--- config.mk ---
export PLATFORM = sky130hd
export DESIGN_NAME = scba_decode
export DESIGN_NICKNAME = d
export VERILOG_FILES = /design/src/hdl/scba_pkg.sv /design/src/hdl/scba_decode.sv
export SDC_FILE = /design/constraint.sdc
export NUM_CORES = 1
export LEC_CHECK = 0
export BUFFER_PORTS_ARGS = -buffer_cell sky130_fd_sc_hd__buf_2
export CORE_UTILIZATION = 53
export DETAILED_ROUTE_END_ITERATION = 10
export PLACE_DENSITY = 0.89
export SLEW_MARGIN = 25
export SYNTH_ARGS = -nofsm -noshare
export SYNTH_HDL_FRONTEND = slang
export SYNTH_SLANG_ARGS = --single-unit
--- constraint.sdc ---
create_clock -name vclk -period 7.2
set_input_delay 1.44 -clock vclk [all_inputs]
set_output_delay 1.44 -clock vclk [all_outputs]
set_load 0.02 [all_outputs]
--- src/hdl/scba_pkg.sv ---
// Shared types and constants of the size-class bitmap slot allocator.
// No dependencies; every other file in hdl/ but scba_ram uses this package by scoped names.
`default_nettype none

package scba_pkg;

    localparam int CLS_W       = 5;
    localparam int ARENA_OUT_W = 2;
    localparam int SLOT_OUT_W  = 9;
    localparam int OFF_W       = 29;
    localparam int SIZE_W      = 32;
    localparam int SLOT_MAX_W  = 12;   // holds any slot below 4096
    localparam int WORD_BITS   = 64;
    localparam int BIT_W       = 6;
    localparam int MIN_SHIFT   = 4;    // smallest class is 16 bytes
    localparam int LARGE_LOG2  = 20;   // requests above 1 MiB are handed off

    typedef enum logic [2:0] {
        ST_ALLOCATED = 3'd0,
        ST_FREED     = 3'd1,
        ST_IGNORED   = 3'd2,
        ST_ZERO      = 3'd3,
        ST_LARGE     = 3'd4,
        ST_FULL      = 3'd5
    } status_t;

    typedef enum logic {
        OP_ALLOC = 1'b0,
        OP_FREE  = 1'b1
    } op_t;

    typedef enum logic [1:0] {
        KIND_DONE,
        KIND_ALLOC,
        KIND_FREE
    } kind_t;

    typedef struct packed {
        kind_t                  kind;
        status_t                status;
        logic [CLS_W-1:0]       cls;
        logic [ARENA_OUT_W-1:0] arena;
        logic [SLOT_MAX_W-1:0]  slot;
        logic [OFF_W-1:0]       offset;
    } req_t;

    typedef enum logic [2:0] {
        FSM_CLEAR,
        FSM_IDLE,
        FSM_SCAN_RD,
        FSM_SCAN_CHK,
        FSM_FREE_RD,
        FSM_FREE_WR,
        FSM_DONE
    } fsm_t;

endpackage

`default_nettype wire

--- src/hdl/scba_decode.sv ---
// Request decoder: size class lookup for allocates, range checks for frees.
// Depends on scba_pkg.
`default_nettype none

module scba_decode #(
    parameter int NUM_CLASSES      = 17,
    parameter int ARENAS_PER_CLASS = 4,
    parameter int SLOTS_PER_ARENA  = 512
) (
    input  wire logic                               operation,
    input  wire logic [scba_pkg::SIZE_W-1:0]        request_size,
    input  wire logic [scba_pkg::CLS_W-1:0]         free_class,
    input  wire logic [scba_pkg::ARENA_OUT_W-1:0]   free_arena,
    input  wire logic [scba_pkg::OFF_W-1:0]         free_offset,
    output scba_pkg::req_t                          req
);

    localparam int SZ_W = scba_pkg::LARGE_LOG2 + 1;

    logic [SZ_W-1:0]             size_m1;
    logic [scba_pkg::CLS_W-1:0]  ceil_log2;
    logic [scba_pkg::CLS_W-1:0]  alloc_cls;
    logic [scba_pkg::CLS_W:0]    shamt;
    logic [scba_pkg::OFF_W-1:0]  low_mask;
    logic [scba_pkg::OFF_W-1:0]  slot_wide;
    logic                        free_ok;

    always_comb
    begin
        // ceil(log2(size)) from the top set bit of size - 1
        size_m1   = SZ_W'(request_size - 32'd1);
        ceil_log2 = '0;
        for (int i = 0; i < SZ_W; i++)
        begin
            if (size_m1[i])
            begin
                ceil_log2 = scba_pkg::CLS_W'(i + 1);
            end
        end
        alloc_cls = (ceil_log2 > scba_pkg::CLS_W'(scba_pkg::MIN_SHIFT))
                  ? ceil_log2 - scba_pkg::CLS_W'(scba_pkg::MIN_SHIFT) : '0;

        shamt     = {1'b0, free_class} + (scba_pkg::CLS_W + 1)'(scba_pkg::MIN_SHIFT);
        low_mask  = ~({scba_pkg::OFF_W{1'b1}} << shamt);
        slot_wide = free_offset >> shamt;
        free_ok   = (32'(free_class) < NUM_CLASSES)
                 && (32'(free_arena) < ARENAS_PER_CLASS)
                 && ((free_offset & low_mask) == '0)
                 && (32'(slot_wide) < SLOTS_PER_ARENA);

        req = '0;
        if (operation == scba_pkg::OP_FREE)
        begin
            if (free_ok)
            begin
                req.kind   = scba_pkg::KIND_FREE;
                req.status = scba_pkg::ST_FREED;
                req.cls    = free_class;
                req.arena  = free_arena;
                req.slot   = scba_pkg::SLOT_MAX_W'(slot_wide);
                req.offset = free_offset;
            end
            else
            begin
                req.kind   = scba_pkg::KIND_DONE;
                req.status = scba_pkg::ST_IGNORED;
            end
        end
        else if (request_size == '0)
        begin
            req.kind   = scba_pkg::KIND_DONE;
            req.status = scba_pkg::ST_ZERO;
        end
        else if (request_size > (32'd1 << scba_pkg::LARGE_LOG2)
              || 32'(alloc_cls) >= NUM_CLASSES)
        begin
            req.kind   = scba_pkg::KIND_DONE;
            req.status = scba_pkg::ST_LARGE;
        end
        else
        begin
            req.kind   = scba_pkg::KIND_ALLOC;
            req.status = scba_pkg::ST_ALLOCATED;
            req.cls    = alloc_cls;
        end
    end

endmodule

`default_nettype wire

==> run summary, run 1 <==
===========================================================================================
Overflow after GRT                                                                        0
Worst path top cell family by delay                                            compound AO/OA/AOI/OAI gates
Aggregate routed wire length                                                       10600 um
Hold-fix buffers, CTS                                                                     0
Area fraction of the dominant cell type after synthesis                               10.8%
Cell types with the largest area share after synthesis                         sky130_fd_sc_hd__mux4_2 11%, sky130_fd_sc_hd__and2_1 7.1%, sky130_fd_sc_hd__nand2_1 5.1%
Synthesized instance count                                                              474
Vias after detailed routing                                                            4239
Detailed Routing Iterations Pass 1                                                        5
Maxcap violations                                                                         0
Hold Violations, Final                                                                    0
Number of placement rows                                                                 28
Cell chain of the critical path                                                buf_2 -> inv_1 -> ha_1 -> nor3b_1 -> nand4_1 -> o32a_1 -> o31ai_1 -> and2_2 -> nand2_1 -> ha_1 -> inv_1 -> nand2_1 -> o221a_2 -> o22a_2 -> o41ai_1 -> buf_2
Outcome                                                                        complete, no violations
Overall die width                                                                   81.4 um
Ant diodes                                                                                0
Wire length per cell                                                                16.7 um
Die outline height                                                                  81.4 um
Total Negative Setup Slacks                                                            0 ns
Critical path buffer and inverter count                                                   4
Maximum number of pins on one net before global-route repair                             39
Peak VDD IR                                                                     0.0000488 V
Worst Setup SP                                                                 request_size[0]
Number of antenna violations at the first check in global routing                         0
Cell area reported after detailed placement                                        3810 um2
Worst hold path startpoint                                                     free_arena[0]
Total global-route track usage                                                        31.6%
Fraction of final layout cells with drive strength greater than 1                     30.8%
Area grow syn2layout                                                                  14.2%
Setup violators final                                                                     0
Boundary Pins                                                                           122
Longest individual stage delay on the worst path                                    0.43 ns
Time the worst path needs with I/O delays and setup                                 6.80 ns
Number of buffers inserted by port buffering                                            119
Placeable core region                                                              5990 um2
Path class of the lowest-slack min-delay path                                  primary input to primary output
Seq Cell Count                                                                            0
Remaining number of nets flagged by the antenna check after routing                       0
PD cells                                                                        50.8 nW/um2
Number of placed instances, taps included                                               633
Final weighted congestion of routability-driven global placement                      0.963
Post-synthesis area per instance                                                   7.05 um2
Die outline area                                                                   6630 um2
Number of design-rule violations left by the first detailed-router iteration            416
Total area of sequential cells                                                        0 um2
Total of warnings raised by yosys                                                         0
Average via count per standard cell                                                    6.70
Endpoint arrival time on the critical path                                          5.36 ns
Achievable Freq                                                                     147 MHz
Number of clock buffer instances in the layout                                            0
Count of placed standard cells in the final layout, fillers left out                    633
Critical-path maximum fanout                                                             14
Kind of critical path                                                          primary input to primary output
Global-route wire length before repair                                             16900 um
Netlist area before placement                                                      3340 um2
Final worst-path cycle share                                                          94.4%
Library cell with the largest summed area after synthesis                      sky130_fd_sc_hd__mux4_2
RSZ-0062 raised after global routing                                                  false
Share of synthesized area occupied by flip-flops and latches                             0%
Final net count                                                                         638
Number of global-route vias before repair                                              3597
Slowest cell on the critical path                                              sky130_fd_sc_hd__o32a_1
Sort of element at the start of the critical path                              primary input
Leak                                                                             0.00161 uW
Detailed placer's ending HPWL                                                       8190 um
Post-synthesis cell type count                                                           83
Remaining max-slew budget at the tightest pin                                         51.7%
Worst setup EP type                                                            primary output
Pin slew with the least headroom to its limit                                      0.723 ns
Initial core utilization                                                              55.8%
DRC violations left                                                                       0
Required time of the worst setup path                                               5.76 ns
Final Cell Area                                                                    3820 um2
Count of pins over their slew limit                                                       0
===========================================================================================
-- tightest hold or removal path, cell delays in order --
cell and delay, ns:
sky130_fd_sc_hd__buf_2 0.07, sky130_fd_sc_hd__and2_1 0.10, sky130_fd_sc_hd__buf_2 0.15
-- logic make-up after synthesis --
family	share of synthesized area [%]
compound gates	29.5
fa+ha+maj	3.37
mux	17.7
xor+xnor	1.05
buf+inv	10.1
simple gates	38.3
other cells	0.112
-- metal layers --
layer | wire, um | GRT usage (%) | up-vias | share of wire, %
met4 | 148 | 6.43 | 0 | 1.4
met3 | 1170 | 2.33 | 22 | 11
met2 | 4800 | 51.2 | 314 | 45
met5 | 0 | 0 | - | 0
li1 | - | - | 1987 | -
met1 | 4490 | 45.5 | 1916 | 42
-- cells in the final DEF (no fill, tap or decap), types with 7 or more instances in the layout --
cell,netlist,final
sky130_fd_sc_hd__mux2i_1,14,14
sky130_fd_sc_hd__mux2_2,8,8
sky130_fd_sc_hd__nand3_1,7,7
sky130_fd_sc_hd__nor2_1,37,37
sky130_fd_sc_hd__nand4_1,11,11
sky130_fd_sc_hd__ha_1,9,9
sky130_fd_sc_hd__o21a_1,7,7
sky130_fd_sc_hd__a21oi_1,25,25
sky130_fd_sc_hd__inv_1,13,13
sky130_fd_sc_hd__nor2b_1,10,10
sky130_fd_sc_hd__nor3_1,19,19
sky130_fd_sc_hd__nand2_1,45,45
sky130_fd_sc_hd__and2_1,38,38
sky130_fd_sc_hd__buf_2,8,119
sky130_fd_sc_hd__nand2b_1,8,8
sky130_fd_sc_hd__nor4_1,10,10
sky130_fd_sc_hd__mux4_2,16,16
sky130_fd_sc_hd__o21ai_0,18,18
-- layout make-up --
| cell class | instances | area [um2] |
|---|---|---|
| multi-input cells | 418 | 3030 |
| fillers | 518 | 2170 |
| repair buffers | 125 | 641 |
| well taps | 75 | 93.8 |
| inverters | 15 | 56.3 |
-- Yosys cell counts (3+ instances only) --
master and instances:
sky130_fd_sc_hd__ha_1 9, sky130_fd_sc_hd__and2_1 38, sky130_fd_sc_hd__nor3b_1 3, sky130_fd_sc_hd__nor4_1 10, sky130_fd_sc_hd__o41ai_1 6, sky130_fd_sc_hd__nand3_1 7, sky130_fd_sc_hd__and3_1 4, sky130_fd_sc_hd__mux4_2 16
sky130_fd_sc_hd__o21ai_0 18, sky130_fd_sc_hd__nand2_1 45, sky130_fd_sc_hd__o21a_1 7, sky130_fd_sc_hd__inv_1 13, sky130_fd_sc_hd__or2_2 4, sky130_fd_sc_hd__a31oi_1 6, sky130_fd_sc_hd__nor3_1 19, sky130_fd_sc_hd__clkbuf_1 18
sky130_fd_sc_hd__buf_4 5, sky130_fd_sc_hd__or4_1 6, sky130_fd_sc_hd__nor2_1 37, sky130_fd_sc_hd__nor2b_1 10, sky130_fd_sc_hd__o211ai_1 4, sky130_fd_sc_hd__mux2i_1 14, sky130_fd_sc_hd__clkbuf_8 4, sky130_fd_sc_hd__a311oi_1 3
sky130_fd_sc_hd__buf_2 8, sky130_fd_sc_hd__a22oi_1 6, sky130_fd_sc_hd__buf_6 5, sky130_fd_sc_hd__o22ai_1 6, sky130_fd_sc_hd__o21bai_1 3, sky130_fd_sc_hd__nor4b_1 4, sky130_fd_sc_hd__o31ai_1 5, sky130_fd_sc_hd__a21oi_1 25
sky130_fd_sc_hd__a211oi_1 5, sky130_fd_sc_hd__mux2_2 8, sky130_fd_sc_hd__nand2b_1 8, sky130_fd_sc_hd__o32ai_1 3, sky130_fd_sc_hd__nand4_1 11, sky130_fd_sc_hd__or3_1 6
-- path summary, 6_finish.rpt --
path / slack, ns / to / cells past startpoint
worst max-delay path: 0.40 / req[45] / 16
worst min-delay path: 3.20 / req[41] / 3
-- through the flow --
step | hold slack, ns | total power, uW | worst slack (ns) | utilization [%]
after floorplan | 3.03 | 135 | 0.561 | -
after global placement | 3.20 | 184 | 0.489 | 63.6
after detailed placement | 3.20 | 188 | 0.433 | 63.6
after CTS | 3.20 | 189 | 0.411 | 63.6
after global routing | 3.24 | 211 | 0.117 | 63.7
final | 3.20 | 194 | 0.402 | 63.7
-- report_power, final --
part	internal (uW)	switching, uW
clock network	0	0
logic	80.3	114
registers	0	0
total	80.3	114
-- timing repair --
action | in CTS | in global routing
setup endpoints to repair | 0 | 1
gates resized for setup | 0 | 1
setup buffers | 0 | 0
(Power assumes the default switching activity.)
==> run 2, diff against run 1 <==
--- a/config.mk
+++ b/config.mk
@@ -8,7 +8,8 @@
 export BUFFER_PORTS_ARGS = -buffer_cell sky130_fd_sc_hd__buf_2
 export CORE_UTILIZATION = 53
 export DETAILED_ROUTE_END_ITERATION = 10
-export PLACE_DENSITY = 0.89
+export PLACE_DENSITY = 0.83
+export RECOVER_POWER = 50
 export SLEW_MARGIN = 25
 export SYNTH_ARGS = -nofsm -noshare
 export SYNTH_HDL_FRONTEND = slang
==> run 2 against run 1 <==
Via count is 0.14% higher. Final area is 0.92% lower. Highest routed layer unchanged. Critical endpoint is now req[46]. Cell count stayed put. Sequential share of layout area stayed put. Combinational power hardly changed. Largest cell class unchanged.
==> run summary, run 2 (synthesis results as in run 1) <==
===========================================================================================
Most common cell after layout, fill and taps aside                             sky130_fd_sc_hd__buf_2   unchanged
Final weighted congestion of routability-driven global placement                      0.941   was 0.963
Number of design-rule violations left by the first detailed-router iteration            418   was 416
DRC violations left                                                                       0   unchanged
Required time of the worst setup path                                               5.76 ns   about the same
Total setup buffers inserted after CTS                                                    0   unchanged
P_int                                                                               80.1 uW   was 80.3 uW
Leak                                                                             0.00153 uW   was 0.00161 uW
Hold Violations, Final                                                                    0   unchanged
Die outline height                                                                  81.4 um   unchanged
Highest Signal Layer                                                                   met4   unchanged
Boundary Pins                                                                           122   unchanged
Worst setup EP type                                                            primary output   unchanged
Maxcap violations                                                                         0   unchanged
Switching power as a share of total power                                             58.7%   was 58.6%
Switching power                                                                      114 uW   about the same
Remaining max-slew budget at the tightest pin                                         45.4%   was 51.7%
Initial core utilization                                                              55.8%   unchanged
Global-route wire length before repair                                             17300 um   was 16900 um
Count of pins over their slew limit                                                       0   unchanged
Average via count per standard cell                                                    6.71   was 6.70
Achievable Freq                                                                     146 MHz   was 147 MHz
Area grow syn2layout                                                                  13.2%   was 14.2%
Pin slew with the least headroom to its limit                                      0.808 ns   was 0.723 ns
Die outline area                                                                   6630 um2   unchanged
Maximum number of pins on one net before global-route repair                             39   unchanged
Endpoint arrival time on the critical path                                          5.43 ns   was 5.36 ns
Final net count                                                                         638   unchanged
Sort of element at the start of the critical path                              primary input   unchanged
Setup violators final                                                                     0   unchanged
Critical-path maximum fanout                                                             14   unchanged
Wire length per cell                                                                17.1 um   was 16.7 um
Top library cells by usage in the layout, fill and taps aside                  102 x sky130_fd_sc_hd__buf_2, 45 x sky130_fd_sc_hd__nand2_1, 37 x sky130_fd_sc_hd__nor2_1   was 119 x sky130_fd_sc_hd__buf_2, 45 x sky130_fd_sc_hd__nand2_1, 38 x sky130_fd_sc_hd__and2_1
Vias after detailed routing                                                            4245   was 4239
Relative contribution of combinational cells to total power                          100.0%   about the same
PD cells                                                                        51.2 nW/um2   was 50.8 nW/um2
Fill count                                                                              573   was 518
Remaining number of nets flagged by the antenna check after routing                       0   unchanged
Time the worst path needs with I/O delays and setup                                 6.87 ns   was 6.80 ns
Overflow after GRT                                                                        0   unchanged
Number of clock buffer instances in the layout                                            0   unchanged
Overall die width                                                                   81.4 um   unchanged
Endpoint, Worst Hold                                                                req[42]   was req[41]
Fraction of final layout cells with drive strength greater than 1                     27.6%   was 30.8%
Number of placement rows                                                                 28   unchanged
Hold-fix buffers, CTS                                                                     0   unchanged
Multi-input gate area                                                              3010 um2   was 3030 um2
Total area of sequential cells                                                        0 um2   unchanged
Aggregate routed wire length                                                       10800 um   was 10600 um
Cell area reported after detailed placement                                        3810 um2   unchanged
Depth of the worst hold-timing path                                                       3   unchanged
Total Negative Setup Slacks                                                            0 ns   unchanged
Routed met1 length                                                                  4520 um   was 4490 um
RSZ-0062 raised after global routing                                                  false   unchanged
Number of antenna violations at the first check in global routing                         0   unchanged
Seq Cell Count                                                                            0   unchanged
Kind of critical path                                                          primary input to primary output   unchanged
Wire length on met2                                                                 5040 um   was 4800 um
Total global-route track usage                                                        32.2%   was 31.6%
Detailed Routing Iterations Pass 1                                                        5   unchanged
Worst-case hold slack                                                               3.20 ns   about the same
Portion of total power attributed to sequential cells                                    0%   about the same
Final worst-path cycle share                                                          95.4%   was 94.4%
Ant diodes                                                                                0   unchanged
Number of buffers inserted by port buffering                                            119   unchanged
Proportion of power drawn by the clock network                                           0%   about the same
Detailed placer's ending HPWL                                                       8380 um   was 8190 um
Final Cell Area                                                                    3780 um2   was 3820 um2
Number of global-route vias before repair                                              3671   was 3597
Detail Route met3 WL                                                                1090 um   was 1170 um
Peak VDD IR                                                                     0.0000573 V   was 0.0000488 V
Outcome                                                                        complete, no violations   unchanged
Placeable core region                                                              5990 um2   unchanged
Worst hold path startpoint                                                     free_arena[1]   was free_arena[0]
Path class of the lowest-slack min-delay path                                  primary input to primary output   unchanged
===========================================================================================
## run 2: cell count changes in the layout (fill, tap and decap cells not counted), moves of 4 or more
cell and delta:
sky130_fd_sc_hd__and2_1 -4, sky130_fd_sc_hd__clkbuf_1 +17, sky130_fd_sc_hd__buf_2 -17, sky130_fd_sc_hd__and2_0 +4
## run 2: metrics by stage
step	utilization, %	setup slack [ns]	total power [uW]	cells
global route	63.2	0.0429	211	633
finish	63.2	0.333	194	633
detailed placement	63.6	0.458	189	633
floorplan	-	0.561	135	476
global placement	63.6	0.589	184	633
CTS	63.6	0.422	190	633
## run 2: worst max path at each step
stage | endpoint | from | cells after the start
after CTS | req[46] | request_size[0] | 14
after global routing | req[4] | free_class[0] | 10
after global placement | req[45] | request_size[0] | 14
final | req[46] | request_size[0] | 16
after floorplan | req[43] | request_size[0] | 15
after detailed placement | req[46] | request_size[0] | 14
## run 2: final cells by class
| type | instances | share of cell area [%] |
|---|---|---|
| inverter | 15 | 1.49 |
| multi-input combinational | 418 | 79.7 |
| tap | 75 | 2.48 |
| timing repair buffer | 125 | 16.4 |
## run 2: worst max-delay path, cell delays in order
cell	delay (ns)
sky130_fd_sc_hd__buf_2	0.16
sky130_fd_sc_hd__inv_1	0.12
sky130_fd_sc_hd__ha_1	0.41
sky130_fd_sc_hd__nor3b_1	0.43
sky130_fd_sc_hd__nand4_1	0.32
sky130_fd_sc_hd__o32a_1	0.43
sky130_fd_sc_hd__o31ai_1	0.17
sky130_fd_sc_hd__and2_2	0.31
sky130_fd_sc_hd__nand2_1	0.10
sky130_fd_sc_hd__ha_1	0.31
sky130_fd_sc_hd__inv_1	0.09
sky130_fd_sc_hd__nand2_1	0.06
sky130_fd_sc_hd__o221a_2	0.25
sky130_fd_sc_hd__o22a_2	0.26
sky130_fd_sc_hd__o41ai_1	0.34
sky130_fd_sc_hd__buf_2	0.23
## run 2: timing repair
action / CTS / global route
gates resized for setup: 0 / 1
endpoints found under the setup margin: 0 / 1
endpoints found under the hold margin: 0 / 0
## run 2: routing by layer
layer,GRT usage (%),vias up
met5,0,-
met4,6.79,0
met3,2.00,23
met2,52.7,291
met1,46.2,1944
li1,-,1987
## run 2: power by group through the flow
stage                     clock network (uW)  registers (uW)  logic, uW
final                                      0               0        194
after floorplan                            0               0        135
after global placement                     0               0        184
after global routing                       0               0        211
after detailed placement                   0               0        189
after CTS                                  0               0        190
